--- src/rtl/core/wcis_pkg.sv ---
package wcis_pkg;

  localparam int MAX_AP_COUNT_DEF = 255;

  localparam int IN_TDATA_W  = 48;
  localparam int OUT_TDATA_W = 8;
  localparam int SCORE_W     = 7;
  localparam int COEF_W      = 11;
  localparam int BASE_W      = 15;
  localparam int PROD_W      = 26;

  localparam logic [SCORE_W-1:0] SCORE_CAP = 7'd100;

  // P >= CAP * 1000 saturates; below that, P / 1000 == (P * RECIP) >> RECIP_SH
  localparam logic [PROD_W-1:0] PROD_SAT = 26'd100000;
  localparam int                QUOT_IN_W = 17;
  localparam logic [17:0]       RECIP     = 18'd134218;
  localparam int                RECIP_SH  = 27;

  localparam int QDEPTH = 4;
  localparam int QPTR_W = $clog2(QDEPTH);

  typedef enum logic [1:0] {
    BAND_24    = 2'd0,
    BAND_5     = 2'd1,
    BAND_6     = 2'd2,
    BAND_OTHER = 2'd3
  } band_t;

  localparam logic [2:0] WC_40  = 3'd2;
  localparam logic [2:0] WC_80  = 3'd3;
  localparam logic [2:0] WC_160 = 3'd4;

  // one classified record on its way to the accumulator
  typedef struct packed {
    logic               last;
    logic               same;
    logic [SCORE_W-1:0] same_add;
    logic [COEF_W-1:0]  coef;
    logic [6:0]         sig;
    logic [7:0]         mult;
  } wcis_entry_t;

  // signal weight tables indexed by clamped RSSI + 95
  localparam int SIG_LEN = 66;
  typedef logic [6:0] sig_tbl_t [SIG_LEN];

  function automatic sig_tbl_t mk_sig_tbl(int mul);
    sig_tbl_t t;
    int       w;
    for (int i = 0; i < SIG_LEN; i++) begin
      w    = (i * 100) / 65;
      t[i] = 7'((w * mul) / 100);
    end
    return t;
  endfunction

  localparam sig_tbl_t SIG_TBL  = mk_sig_tbl(100);
  localparam sig_tbl_t PEAK_TBL = mk_sig_tbl(30);
  localparam sig_tbl_t MEAN_TBL = mk_sig_tbl(15);

  // 5 GHz 20 MHz channels: pairs form 40 MHz, groups of four form 80 MHz
  localparam int CHAN5_LEN = 24;
  typedef logic [7:0] chan5_tbl_t [CHAN5_LEN];
  localparam chan5_tbl_t CHAN5 = '{
    8'd36,  8'd40,  8'd44,  8'd48,  8'd52,  8'd56,  8'd60,  8'd64,
    8'd100, 8'd104, 8'd108, 8'd112, 8'd116, 8'd120, 8'd124, 8'd128,
    8'd132, 8'd136, 8'd140, 8'd144, 8'd149, 8'd153, 8'd157, 8'd161
  };
  localparam logic [4:0] CHAN5_NONE = 5'd24;

  function automatic logic [4:0] chan5_pos(input logic [7:0] ch);
    logic [4:0] pos;
    pos = CHAN5_NONE;
    for (int i = 0; i < CHAN5_LEN; i++) begin
      if (CHAN5[i] == ch) pos = 5'(i);
    end
    return pos;
  endfunction

endpackage

--- src/rtl/core/wcis_queue.sv ---
module wcis_queue (
  input  logic                clk,
  input  logic                rst_n,
  input  logic                push,
  input  wcis_pkg::wcis_entry_t push_data,
  output logic                full,
  input  logic                pop,
  output wcis_pkg::wcis_entry_t head,
  output logic                empty
);
  import wcis_pkg::*;

  wcis_entry_t       mem_r [QDEPTH];
  logic [QPTR_W-1:0] wr_ptr_r, wr_ptr_nxt;
  logic [QPTR_W-1:0] rd_ptr_r, rd_ptr_nxt;
  logic [QPTR_W:0]   count_r, count_nxt;
  logic              do_push, do_pop;

  assign full    = (count_r == (QPTR_W+1)'(QDEPTH));
  assign empty   = (count_r == '0);
  assign head    = mem_r[rd_ptr_r];
  assign do_push = push && !full;
  assign do_pop  = pop && !empty;

  always_comb begin
    wr_ptr_nxt = do_push ? wr_ptr_r + 1'b1 : wr_ptr_r;
    rd_ptr_nxt = do_pop ? rd_ptr_r + 1'b1 : rd_ptr_r;
    count_nxt  = count_r + (QPTR_W+1)'(do_push) - (QPTR_W+1)'(do_pop);
  end

  always_ff @(posedge clk) begin
    if (!rst_n) begin
      wr_ptr_r <= '0;
      rd_ptr_r <= '0;
      count_r  <= '0;
    end else begin
      wr_ptr_r <= wr_ptr_nxt;
      rd_ptr_r <= rd_ptr_nxt;
      count_r  <= count_nxt;
    end
  end

  always_ff @(posedge clk) begin
    if (do_push) mem_r[wr_ptr_r] <= push_data;
  end

endmodule

--- src/rtl/core/wcis_front.sv ---
module wcis_front #(
  parameter int MAX_AP_COUNT = wcis_pkg::MAX_AP_COUNT_DEF
) (
  input  logic                          in_tvalid,
  output logic                          in_tready,
  input  logic [wcis_pkg::IN_TDATA_W-1:0] in_tdata,
  input  logic                          in_tlast,
  input  logic                          q_full,
  output logic                          push,
  output wcis_pkg::wcis_entry_t         push_data
);
  import wcis_pkg::*;

  localparam logic [15:0] AP_MAX = 16'(MAX_AP_COUNT);

  logic [1:0]        qband, oband;
  logic [7:0]        cand, obs, ap, n;
  logic [2:0]        wc;
  logic signed [7:0] peak, mean, peak_c, mean_c;
  logic [6:0]        peak_idx, mean_idx;
  logic [6:0]        sig, pk_part, mn_part, cnt;
  logic [7:0]        total;
  logic [7:0]        ch_dist;
  logic [4:0]        pos_c, pos_o;
  logic              both5, in40, in80, in160;
  logic              match, same;
  logic [COEF_W-1:0] coef_raw;

  assign qband = in_tdata[1:0];
  assign cand  = in_tdata[9:2];
  assign oband = in_tdata[11:10];
  assign obs   = in_tdata[19:12];
  assign wc    = in_tdata[22:20];
  assign ap    = in_tdata[30:23];
  assign peak  = in_tdata[38:31];
  assign mean  = in_tdata[46:39];

  assign in_tready = !q_full;
  assign push      = in_tvalid && !q_full;

  always_comb begin
    n = ({8'd0, ap} > AP_MAX) ? AP_MAX[7:0] : ap;

    peak_c = (peak < -8'sd95) ? -8'sd95 : ((peak > -8'sd30) ? -8'sd30 : peak);
    mean_c = (mean < -8'sd95) ? -8'sd95 : ((mean > -8'sd30) ? -8'sd30 : mean);
    peak_idx = 7'(peak_c + 8'sd95);
    mean_idx = 7'(mean_c + 8'sd95);

    // an RSSI of zero means no reading
    sig     = (peak == 8'sd0) ? 7'd0 : SIG_TBL[peak_idx];
    pk_part = (peak == 8'sd0) ? 7'd0 : PEAK_TBL[peak_idx];
    mn_part = (mean == 8'sd0) ? 7'd0 : MEAN_TBL[mean_idx];

    cnt   = (n >= 8'd5) ? 7'd55 : 7'(n[2:0] * 4'd11);
    total = 8'(cnt) + 8'(pk_part) + 8'(mn_part);

    ch_dist = (cand > obs) ? cand - obs : obs - cand;
    pos_c   = chan5_pos(cand);
    pos_o   = chan5_pos(obs);
    both5   = (pos_c != CHAN5_NONE) && (pos_o != CHAN5_NONE);
    in40    = both5 && (pos_c[4:1] == pos_o[4:1]);
    in80    = both5 && (pos_c[4:2] == pos_o[4:2]);
    in160   = ((cand >= 8'd36) && (cand <= 8'd64) && (obs >= 8'd36) && (obs <= 8'd64)) ||
              ((cand >= 8'd100) && (cand <= 8'd128) && (obs >= 8'd100) && (obs <= 8'd128));

    // overlap weight scaled so that every case divides by 1000
    coef_raw = '0;
    case (oband)
      BAND_24: begin
        if (wc >= WC_40) begin
          if (ch_dist < 8'd9) coef_raw = 11'd1200 - 11'(ch_dist[3:0]) * 11'd120;
        end else begin
          if (ch_dist < 8'd5) coef_raw = 11'd1000 - 11'(ch_dist[2:0]) * 11'd200;
        end
      end
      BAND_5: begin
        if (wc < WC_40) begin
          if (ch_dist < 8'd4) coef_raw = 11'd1000 - 11'(ch_dist[1:0]) * 11'd250;
        end else if (wc >= WC_160) begin
          if (in160) coef_raw = 11'd1000;
        end else if (wc == WC_80) begin
          if (in80) coef_raw = 11'd900;
        end else begin
          if (in40) coef_raw = 11'd750;
        end
      end
      BAND_6: begin
        if (ch_dist < 8'd4) coef_raw = 11'd1000 - 11'(ch_dist[1:0]) * 11'd250;
      end
      default: coef_raw = '0;
    endcase

    match = (qband == oband);
    same  = match && (obs == cand);

    push_data.last     = in_tlast;
    push_data.same     = same;
    push_data.same_add = (n == 8'd0) ? 7'd0 :
                         ((total > 8'(SCORE_CAP)) ? SCORE_CAP : total[6:0]);
    push_data.coef     = match ? coef_raw : '0;
    push_data.sig      = sig;
    push_data.mult     = (n == 8'd0) ? 8'd1 : n;
  end

endmodule

--- src/rtl/core/wcis_back.sv ---
module wcis_back (
  input  logic                            clk,
  input  logic                            rst_n,
  input  logic                            q_empty,
  input  wcis_pkg::wcis_entry_t           q_head,
  output logic                            q_pop,
  output logic                            out_tvalid,
  input  logic                            out_tready,
  output logic [wcis_pkg::OUT_TDATA_W-1:0] out_tdata
);
  import wcis_pkg::*;

  logic                  en;

  logic                  s1_valid_r, s1_valid_nxt;
  logic                  s1_last_r, s1_same_r;
  logic [SCORE_W-1:0]    s1_same_add_r;
  logic [COEF_W-1:0]     s1_coef_r;
  logic [BASE_W-1:0]     s1_base_r;

  logic                  s2_valid_r;
  logic                  s2_last_r, s2_same_r;
  logic [SCORE_W-1:0]    s2_same_add_r;
  logic [PROD_W-1:0]     s2_prod_r;

  logic                  s3_valid_r;
  logic                  s3_last_r;
  logic [SCORE_W-1:0]    s3_add_r, s3_add_nxt;
  logic [QUOT_IN_W+17:0] quot_full;

  logic [SCORE_W-1:0]    acc_r, acc_nxt;
  logic [SCORE_W:0]      sum;
  logic [SCORE_W-1:0]    sum_sat;
  logic                  out_valid_r, out_valid_nxt;
  logic [SCORE_W-1:0]    score_r;

  // the whole back end moves only when the output register can take a result
  assign en           = !out_valid_r || out_tready;
  assign q_pop        = en && !q_empty;
  assign s1_valid_nxt = !q_empty;

  always_comb begin
    quot_full  = s2_prod_r[QUOT_IN_W-1:0] * RECIP;
    s3_add_nxt = s2_same_r ? s2_same_add_r :
                 ((s2_prod_r >= PROD_SAT) ? SCORE_CAP : quot_full[RECIP_SH+6:RECIP_SH]);

    sum     = {1'b0, acc_r} + {1'b0, s3_add_r};
    sum_sat = (sum > {1'b0, SCORE_CAP}) ? SCORE_CAP : sum[SCORE_W-1:0];

    acc_nxt       = acc_r;
    out_valid_nxt = out_valid_r;
    if (en) begin
      out_valid_nxt = s3_valid_r && s3_last_r;
      if (s3_valid_r) acc_nxt = s3_last_r ? '0 : sum_sat;
    end
  end

  always_ff @(posedge clk) begin
    if (!rst_n) begin
      s1_valid_r  <= 1'b0;
      s2_valid_r  <= 1'b0;
      s3_valid_r  <= 1'b0;
      acc_r       <= '0;
      out_valid_r <= 1'b0;
    end else begin
      if (en) begin
        s1_valid_r <= s1_valid_nxt;
        s2_valid_r <= s1_valid_r;
        s3_valid_r <= s2_valid_r;
      end
      acc_r       <= acc_nxt;
      out_valid_r <= out_valid_nxt;
    end
  end

  always_ff @(posedge clk) begin
    if (en) begin
      s1_last_r     <= q_head.last;
      s1_same_r     <= q_head.same;
      s1_same_add_r <= q_head.same_add;
      s1_coef_r     <= q_head.coef;
      s1_base_r     <= BASE_W'(q_head.sig * q_head.mult);

      s2_last_r     <= s1_last_r;
      s2_same_r     <= s1_same_r;
      s2_same_add_r <= s1_same_add_r;
      s2_prod_r     <= PROD_W'(s1_coef_r * s1_base_r);

      s3_last_r     <= s2_last_r;
      s3_add_r      <= s3_add_nxt;

      if (s3_valid_r && s3_last_r) score_r <= sum_sat;
    end
  end

  assign out_tvalid = out_valid_r;
  assign out_tdata  = {1'b0, score_r};

endmodule

--- src/rtl/core/wifi_channel_interference_score_top.sv ---
// Congestion score for one candidate Wi-Fi channel.
//
// Input stream: one observed-channel record per transaction; tlast marks the
// final record of a run. Records of another band add nothing, a record on the
// candidate channel adds same-channel congestion, any other record adds a
// width-aware overlap penalty. The running score saturates at 100.
// Output stream: one transaction per run, carrying the score (0..100), sent
// after the record with tlast is accepted; records without tlast send nothing.
//
// Throughput: one record per cycle while the receiver does not stall. A score
// passes the queue write at the accepting edge, then multiply, scale multiply,
// divide by reciprocal, and accumulate into the output register.
// A 4-entry queue splits the classify front from the arithmetic back end.
// When the receiver stalls, the back end holds, the queue fills, and in_tready
// drops once it is full; nothing is lost. Reset empties the queue, the
// pipeline and the running score, and leaves in_tready high.
module wifi_channel_interference_score_top #(
  parameter int MAX_AP_COUNT = wcis_pkg::MAX_AP_COUNT_DEF
) (
  input  logic                             clk,
  input  logic                             rst_n,
  input  logic                             in_tvalid,
  output logic                             in_tready,
  // query_band[1:0], candidate_channel[9:2], observed_band[11:10],
  // observed_channel[19:12], width_code[22:20], ap_count[30:23],
  // peak_rssi[38:31], mean_rssi[46:39], zero fill[47]
  input  logic [wcis_pkg::IN_TDATA_W-1:0]  in_tdata,
  input  logic                             in_tlast,
  output logic                             out_tvalid,
  input  logic                             out_tready,
  // score[6:0], zero fill[7]
  output logic [wcis_pkg::OUT_TDATA_W-1:0] out_tdata
);
  import wcis_pkg::*;

  wcis_entry_t push_data, q_head;
  logic        push, q_full, q_pop, q_empty;

  wcis_front #(
    .MAX_AP_COUNT(MAX_AP_COUNT)
  ) u_front (
    .in_tvalid (in_tvalid),
    .in_tready (in_tready),
    .in_tdata  (in_tdata),
    .in_tlast  (in_tlast),
    .q_full    (q_full),
    .push      (push),
    .push_data (push_data)
  );

  wcis_queue u_queue (
    .clk       (clk),
    .rst_n     (rst_n),
    .push      (push),
    .push_data (push_data),
    .full      (q_full),
    .pop       (q_pop),
    .head      (q_head),
    .empty     (q_empty)
  );

  wcis_back u_back (
    .clk        (clk),
    .rst_n      (rst_n),
    .q_empty    (q_empty),
    .q_head     (q_head),
    .q_pop      (q_pop),
    .out_tvalid (out_tvalid),
    .out_tready (out_tready),
    .out_tdata  (out_tdata)
  );

endmodule

--- config.mk ---
export PLATFORM = sky130hd
export DESIGN_NAME = wifi_channel_interference_score_top
export DESIGN_NICKNAME = d
export VERILOG_FILES = /design/src/rtl/core/wcis_pkg.sv /design/src/rtl/core/wcis_queue.sv /design/src/rtl/core/wcis_front.sv /design/src/rtl/core/wcis_back.sv /design/src/rtl/core/wifi_channel_interference_score_top.sv
export SDC_FILE = /design/constraint.sdc
export NUM_CORES = 1
export LEC_CHECK = 0
export ABC_AREA = 1
export BUFFER_PORTS_ARGS = -buffer_cell sky130_fd_sc_hd__buf_2
export CAP_MARGIN = 20
export CORE_MARGIN = 2
export CORE_UTILIZATION = 40
export DETAILED_ROUTE_END_ITERATION = 7
export PLACE_DENSITY_LB_ADDON = 0.1
export SLEW_MARGIN = 20
export SYNTH_ARGS = -nofsm -noshare
export SYNTH_HDL_FRONTEND = slang
export SYNTH_SLANG_ARGS = --single-unit
--- constraint.sdc ---
create_clock -name clk -period 9.3 [get_ports clk]
set_clock_uncertainty 0.05 [all_clocks]
set_input_delay 1.395 -clock clk [delete_from_list [all_inputs] [get_ports clk]]
set_output_delay 1.395 -clock clk [all_outputs]
set_load 0.1 [all_outputs]
==> impl_metrics.ini, run 1 <==
[floorplanning]
start_util_pct = 40.5
core_um2 = 60200
num_rows = 90
die-area_um2 = 62900
die_h_um = 251
io-pin-count = 63
dieWidth_um = 251

[global_route]
antenna_found_initial = 0
grt_pass1_wl_um = 94000
grt-ovfl-total = 0
track_usage_pct = 18.1
grt_pass1_vias = 18911
grt_max_degree = 80

[timing]
whs_ns = 0.368
slew_headroom_pct = 30.5
finalCritPeriodShare_pct = 69.6
fin_tns_setup_ns = 0
finalSetupViolCount = 0
hold_viol = 0
timing.fmax_mhz = 154
slew_viol_final = 0
worstMarginPinSlew_ns = 1.04
rsz0062_at_grt = false
fin_crit_ns = 6.47

[worst_setup_path]
slowest_stage = ha_1
r2r_slack_ns = 3.04
slowest_delay_ns = 0.63
path_class = in2reg
cp-start-kind = input port
worst-path-buf-inv = 8
worstSetupEndpointType = flop
reg2regPathDepth = 23
crit_family = adder cells
critPathMaxFanout = 16
cp.depth = 31
regToRegEndpoint = u_back.s1_base_r[14]$_DFFE_PN_
crit_arrival_ns = 6.69
crit_required_ns = 9.52
critPathMostFrequentCell = nand2_1

[detailed_routing]
drc = 0
vias_per_cell = 4.98
first_iter_violations = 883
wl_per_cell_um = 15.0
first_pass_iters = 5
detail-route-antenna-nets = 0
wirelength_um = 56200
dr_wl_met2_um = 27900
vias = 18682
highest_layer = met4
met3WireLength_um = 1860
drt-met1-wl_um = 25600

[synthesis]
ys_types = 55
synthCells = 2921
synthXorXnorAreaFrac_pct = 2.40
synth_area_um2 = 24400
synth_edf_count = 219
synth_simple_gate_area_share_pct = 19.1
ys_seq_area_share_pct = 28.6
ys_ff_latch = 239
synth_top_family_by_area = adder cells
synthArstFlopShare_pct = 0
synth_warnings = 0
yosys.area_share.adder_pct = 32.0
synth_compound_area_share_pct = 8.45
ys.flop_type = edfxtp_1
syn_nets = 3486
avgSynthCellArea_um2 = 8.34
synthMuxAreaShare_pct = 0

[finish]
final_common_cell = nand2_1
layout_common_cells = nand2_1 (664), inv_1 (525), ha_1 (327), nor2_1 (263), edfxtp_1 (219)
n_antenna_cell = 0
drive_above_1_share_pct = 5.22
area_delta_synth_final_pct = 7.83
fin_area_um2 = 26300
finalNetCount = 3515

[worst_hold_path]
hold_path.class = reg2reg
min_to = u_back.s2_same_add_r[2]$_DFFE_PN_
holdPathStages = 0
hp-start = u_back.s1_same_add_r[2]$_DFFE_PN_

[clocking]
cts_buffers = 27
post-cts-setup-buffers = 0
worstSkewPairLatency_ns = 0.56
cts.path.max_buffers = 3
root_buffer = clkbuf_16
cts_tree = yes
clk_pin_slew_ns = 0.06
cts_resized = 0
holdBufCountCts = 0
htree_levels = 1
clock_sinks = 239

[flow_run]
maxCapViolCount = 0

[placed_design]
gp_congestion = 0.875
post_dp_cell_area_um2 = 25500
post-dp-hpwl_um = 44100
portBuffers = 60

[status]
status = completed
## worst max-delay path by stage
stage / slack [ns] / endpoint / from
floorplan: 3.31 / u_queue.mem_r[0][28]$_DFFE_PP_ / in_tdata[33]
global placement: 2.43 / u_queue.mem_r[3][28]$_DFFE_PP_ / in_tdata[36]
detailed placement: 2.30 / u_queue.mem_r[3][28]$_DFFE_PP_ / in_tdata[36]
CTS: 2.85 / u_queue.mem_r[3][28]$_DFFE_PP_ / in_tdata[36]
global route: 2.28 / u_queue.mem_r[3][28]$_DFFE_PP_ / in_tdata[35]
finish: 2.83 / u_queue.mem_r[3][28]$_DFFE_PP_ / in_tdata[36]
## metal layers
layer / track usage [%] / vias up
li1: - / 9428
met1: 23.9 / 8925
met2: 32.7 / 264
met3: 1.47 / 65
met4: 3.06 / 0
met5: 0 / -
## sequential cells by signal (all words and copies together), names as in the netlist, 2 cells and up, named ones only
signal / cells
u_back.s3_add_r: 7
u_queue.count_r: 3
u_queue.wr_ptr_r: 2
u_back.s1_base_r: 15
u_back.s2_prod_r: 25
u_back.acc_r: 7
u_queue.rd_ptr_r: 2
u_back.score_r: 7
u_back.s1_same_add_r: 7
u_back.s1_coef_r: 10
u_queue.mem_r: 136
u_back.s2_same_add_r: 7
## cells in the mapped netlist (3+ instances only)
library cell  number  share of area [%]
nand2_2           12               0.31
xor2_1            44                1.6
inv_1            528                8.1
clkbuf_1          54               0.83
nand4_1           26               0.67
nand3b_1           4               0.12
a31oi_1            9               0.23
a21boi_0           5               0.15
nor2_4             3               0.14
edfxtp_1         219                 27
or2_2              6               0.15
o211ai_1           9               0.28
nor2_1           267                4.1
o21a_1             9               0.28
fa_1             185                 15
buf_1              4              0.062
xnor2_1           21               0.75
o21bai_1           7               0.22
o21ai_1            4              0.082
nor2_2             4               0.10
nor3_1            12               0.25
inv_2              7               0.11
dfxtp_1           20                1.6
ha_1             327                 17
nor4_1             5               0.13
a21oi_1          134                2.8
nand2_1          664                 10
a21o_1             6               0.18
a32oi_1           13               0.47
nand3_2            3               0.12
o22ai_1           21               0.54
buf_4              6               0.18
buf_2              3              0.062
nand3_1          121                2.5
o21ai_0          131                2.7
## metrics by stage
stage                     setup WS, ns  cells  utilization [%]
after CTS                         2.85   3750             43.6
after floorplan                   3.31   2921                -
after global routing              2.28   3750             43.6
after global placement            2.43   3703             42.3
after detailed placement          2.30   3703             42.3
final                             2.83   3750             43.6
## layout make-up
class	instances	area, um^2
Timing Repair Buffer	68	360
Clock inverter	13	121
Clock buffer	34	702
Fill cell	6009	34000
Tap cell	782	978
Sequential cell	239	6980
Multi-Input combinational cell	2077	15100
Inverter	537	2020
## cell families after synthesis
| logic type | Yosys count |
|---|---|
| fa+ha+maj | 512 |
| other cells | 1 |
| compound gates | 364 |
| simple gates | 1134 |
| flops | 239 |
| xor+xnor | 66 |
| buf+inv | 605 |
Power of run 1 is not shown: default switching activity piles up to over one toggle a cycle in this logic, so the estimate is an artifact.
==> run 2, diff against run 1 <==
==> constraint.sdc (replaced) <==
create_clock -name clk -period 5.9 [get_ports clk]
set_clock_uncertainty 0.05 [all_clocks]
set_input_delay 0.885 -clock clk [delete_from_list [all_inputs] [get_ports clk]]
set_output_delay 0.885 -clock clk [all_outputs]
set_load 0.1 [all_outputs]
==> run 2 against run 1 <==
Utilization up 0.66 points. Final cell count up 1.5%. Non-clock buffer count increased by 55. Clock-buffer cell count grew 2. First-iteration DRC count grew 8.6%. Sequential share of layout area decreased by 0.40 points. Critical path type is now reg2reg. Largest cell class unchanged.
==> impl_metrics.ini, run 2 (same netlist as run 1, synthesis figures left out) <==
[status]
status = completed

[worst_setup_path]
path_class = reg2reg
crit_arrival_ns = 5.84
cp-start-kind = flop
slowest_delay_ns = 0.61
worstSetupEndpointType = flop
critPathMostFrequentCell = fa_1
cp_cell_sequence = buf_4 -> nand2_1 -> inv_1 -> fa_1 -> ha_1 -> inv_1 -> fa_1 -> inv_1 -> fa_1 -> fa_1 -> ha_1 -> nand2_1 -> a21oi_1 -> o21ai_0 -> o211ai_1 -> a31oi_1 -> o21ai_0 -> a21boi_0 -> o21ai_0 -> xor2_1
slowest_stage = edfxtp_1
crit_required_ns = 6.12
critPathMaxFanout = 11

[floorplanning]
start_util_pct = 40.5
core_um2 = 60200
die-area_um2 = 62900
io-pin-count = 63
die_h_um = 251
num_rows = 90
dieWidth_um = 251

[clocking]
cts_tree = yes
htree_levels = 1
cts.path.max_buffers = 3
root_buffer = clkbuf_16
clock_sinks = 239
clk_pin_slew_ns = 0.06
cts_buffers = 27
worstSkewPairLatency_ns = 0.55
holdBufCountCts = 0

[timing]
worstMarginPinSlew_ns = 1.00
fin_tns_setup_ns = 0
finalSetupViolCount = 0
whs_ns = 0.365
finalCritPeriodShare_pct = 95.3
slew_viol_final = 0
setup_slack_ns = 0.278
timing.fmax_mhz = 178
hold_viol = 0
fin_crit_ns = 5.62
rsz0062_at_grt = false
slew_headroom_pct = 33.2

[global_route]
antenna_found_initial = 0
track_usage_pct = 18.4
grt_max_degree = 80
grt_pass1_vias = 19235
grt_pass1_wl_um = 95600
grt-ovfl-total = 0

[finish]
n_antenna_cell = 0
final_common_cell = nand2_1
drive_above_1_share_pct = 6.84
top_regs = u_queue.mem_r x136, u_back.s2_prod_r x25, u_back.s1_base_r x15
largest_reg_flops = 136
area_delta_synth_final_pct = 9.47
finalNetCount = 3570
layout_common_cells = nand2_1 (664), inv_1 (526), ha_1 (327), nor2_1 (263), edfxtp_1 (219)
fin_area_um2 = 26700
largest_register = u_queue.mem_r
nFillCells = 6004

[detailed_routing]
vias_per_cell = 4.96
detail-route-antenna-nets = 0
first_pass_iters = 5
wl_per_cell_um = 15.0
vias = 18866
wirelength_um = 57200
first_iter_violations = 959
drc = 0

[placed_design]
place_ws_ns = 0.150
gp_congestion = 0.898
portBuffers = 60
post_dp_cell_area_um2 = 25800
post-dp-hpwl_um = 45400

[flow_run]
maxCapViolCount = 0

[worst_hold_path]
hold_path.class = reg2reg
-- run 2: cell types whose count changed in the layout (fill, tap and decap cells not counted), sizes merged --
cell and delta:
buf +55, clkinv +4, bufinv -2, clkbuf +2, clkinvlp -1, inv -1
-- run 2: cell type report --
class | count | area, um^2 | area share [%]
clock buffer | 36 | 709 | 2.66
clock inverter | 13 | 65.1 | 0.244
inverter | 537 | 2020 | 7.56
multi-input combinational | 2077 | 15100 | 56.7
sequential | 239 | 6980 | 26.2
tap | 782 | 978 | 3.67
timing repair buffer | 123 | 811 | 3.04
-- run 2: timing repair --
item                       4_1_cts  5_1_grt
setup endpoints to repair        0        2
setup buffers                    0        8
gates resized for setup          0        0
-- run 2: stage by stage --
stage	instances	util, %
5_1_grt	3807	44.3
6_report	3807	44.3
3_5_place_dp	3750	42.9
2_1_floorplan	2921	-
3_3_place_gp	3750	42.9
4_1_cts	3799	44.1
-- run 2: worst paths after layout --
kind	slack, ns	startpoint	depth (start not counted)	to
max	0.28	u_back.s1_coef_r[6]$_DFFE_PN_	20	u_back.s2_prod_r[20]$_DFFE_PN_
min	0.37	u_back.s1_same_add_r[3]$_DFFE_PN_	0	u_back.s2_same_add_r[3]$_DFFE_PN_
max reg2reg	0.28	u_back.s1_coef_r[6]$_DFFE_PN_	20	u_back.s2_prod_r[20]$_DFFE_PN_
min reg2reg	0.37	u_back.s1_same_add_r[3]$_DFFE_PN_	0	u_back.s2_same_add_r[3]$_DFFE_PN_
-- run 2: worst max-delay path: cells and delay by family, from the launching register on --
kind                       cells  cell delay [ns]
xor gates and xnor gates       1             0.16
and+or+nand+nor                2             0.20
adders and majority gates      6             2.69
AOI/OAI and AO/OA              7             1.24
DFF                            1             0.61
buffers and inverters          4             0.41
-- run 2: per-layer routing --
metal  up-vias  global-route usage, %  part of all wire (%)
li1       9531                      -                     -
met1      9012                   24.2                    46
met2       259                   33.3                    49
met3        64                   1.51                   2.9
met4         0                   3.37                   1.5
met5         -                      0                     0
Power of run 2 is left out for the same reason.
==> run 3, diff against run 2 <==
--- a/config.mk
+++ b/config.mk
@@ -11,6 +11,7 @@
 export CORE_MARGIN = 2
 export CORE_UTILIZATION = 40
 export DETAILED_ROUTE_END_ITERATION = 7
+export MAX_ROUTING_LAYER = met4
 export PLACE_DENSITY_LB_ADDON = 0.1
 export SLEW_MARGIN = 20
 export SYNTH_ARGS = -nofsm -noshare
==> run 3 against run 2 <==
Routed wire length is 0.10% higher. Utilization is 0.28 points higher. First-iteration DRC count is 14% lower. Hold slack better by 0.00070 ns. Worst setup slack better by 0.088 ns. Global-route usage is 0.39 points higher. Die area stayed put. Design area is 0.64% higher. Clock-buffer cell count is 4 lower. Critical endpoint is now u_back.s2_prod_r[21]$_DFFE_PN_. Largest cell class unchanged. Highest routed layer unchanged.
==> impl_metrics.ini, run 3 (same netlist as run 1, synthesis figures left out) <==
[detailed_routing]
vias = 18960
detail-route-antenna-nets = 0
vias_per_cell = 4.97
drc = 0
wirelength_um = 57200
first_iter_violations = 827
first_pass_iters = 5
wl_per_cell_um = 15.0

[clocking]
root_buffer = clkbuf_16
htree_levels = 1
holdBufCountCts = 0
cts_tree = yes
cts.path.max_buffers = 3
worstSkewPairLatency_ns = 0.56
clk_pin_slew_ns = 0.06
cts_buffers = 27
clock_sinks = 239

[flow_run]
maxCapViolCount = 0

[timing]
setup_slack_ns = 0.366
finalCritPeriodShare_pct = 93.8
fin_tns_setup_ns = 0
finalSetupViolCount = 0
timing.fmax_mhz = 181
fin_crit_ns = 5.53
slew_viol_final = 0
slew_headroom_pct = 32.1
worstMarginPinSlew_ns = 1.02
hold_viol = 0

[global_route]
grt-ovfl-total = 0
antenna_found_initial = 0
grt_max_degree = 80
grt_pass1_vias = 18906
grt_pass1_wl_um = 94200
track_usage_pct = 18.8

[worst_setup_path]
crit_required_ns = 6.13
cp-start-kind = flop
critPathMostFrequentCell = nand2_1
cp_cell_sequence = nand2_1 -> fa_1 -> inv_1 -> fa_1 -> inv_1 -> fa_1 -> inv_1 -> fa_1 -> fa_1 -> ha_1 -> nand2_1 -> o21ai_0 -> nand2_1 -> o211ai_1 -> a31oi_1 -> o21ai_0 -> nand3_1 -> nand2_1 -> nand2_1 -> nand2_1 -> xor2_1
slowest_stage = fa_1
critPathMaxFanout = 6
crit_arrival_ns = 5.76
r2r_slack_ns = 0.37
slowest_delay_ns = 0.56
worstSetupEndpointType = flop
path_class = reg2reg

[floorplanning]
core_um2 = 60200
io-pin-count = 63
start_util_pct = 40.5
dieWidth_um = 251
die_h_um = 251
num_rows = 90
die-area_um2 = 62900

[placed_design]
portBuffers = 60
post_dp_cell_area_um2 = 25900
post-dp-hpwl_um = 45400
gp_congestion = 0.873
place_ws_ns = 0.209

[status]
status = completed

[finish]
n_antenna_cell = 0
largest_reg_flops = 136
area_delta_synth_final_pct = 10.2
top_regs = u_queue.mem_r x136, u_back.s2_prod_r x25, u_back.s1_base_r x15
final_common_cell = nand2_1
largest_register = u_queue.mem_r
drive_above_1_share_pct = 7.35
nFillCells = 5954
layout_common_cells = nand2_1 (664), inv_1 (526), ha_1 (327), nor2_1 (263), edfxtp_1 (219)
fin_area_um2 = 26900
finalNetCount = 3579

[worst_hold_path]
hold_path.class = reg2reg
run 3: cell type report:
class | instances | area (um^2) | area share, %
clock buffers | 32 | 726 | 2.70
clock inverters | 17 | 139 | 0.517
multi-input cells | 2077 | 15100 | 56.3
repair buffers | 132 | 891 | 3.32
inverters | 537 | 2020 | 7.52
flip-flops and latches | 239 | 6980 | 26.0
well taps | 782 | 978 | 3.64
run 3: metrics by stage:
| step | cells | hold WS, ns | util (%) |
|---|---|---|---|
| 6_report | 3816 | 0.366 | 44.6 |
| 5_1_grt | 3816 | 0.370 | 44.6 |
| 4_1_cts | 3800 | 0.369 | 44.3 |
| 3_5_place_dp | 3751 | 0.358 | 42.9 |
| 3_3_place_gp | 3751 | 0.354 | 42.9 |
| 2_1_floorplan | 2921 | 0.350 | - |
run 3: repair_timing:
item,4_1_cts,5_1_grt
buffers inserted,0,16
resized for setup,0,3
endpoints found under the setup margin,0,4
run 3: path summary, 6_finish.rpt:
check	endpoint	cells past startpoint	from
max	u_back.s2_prod_r[21]$_DFFE_PN_	21	u_back.s1_base_r[6]$_DFFE_PN_
min	u_back.s2_same_r$_DFFE_PN_	0	u_back.s1_same_r$_DFFE_PN_
max reg2reg	u_back.s2_prod_r[21]$_DFFE_PN_	21	u_back.s1_base_r[6]$_DFFE_PN_
min reg2reg	u_back.s2_same_r$_DFFE_PN_	0	u_back.s1_same_r$_DFFE_PN_
run 3: worst max-delay path, delay by kind of cell, from the launching register on:
kind            cells  cell delay (ns)
xor+xnor            1             0.07
compound gates      4             0.84
buf+inv             3             0.17
flops               1             0.55
fa+ha+maj           6             2.89
simple gates        7             0.67
run 3: metal layers:
| metal | vias up | global-route usage, % | part of all wire (%) |
|---|---|---|---|
| met2 | 241 | 33.0 | 49 |
| li1 | 9554 | - | - |
| met4 | 0 | 3.27 | 1.4 |
| met5 | - | - | 0 |
| met1 | 9108 | 24.1 | 47 |
| met3 | 57 | 1.49 | 2.7 |
Power of run 3 is left out for the same reason.
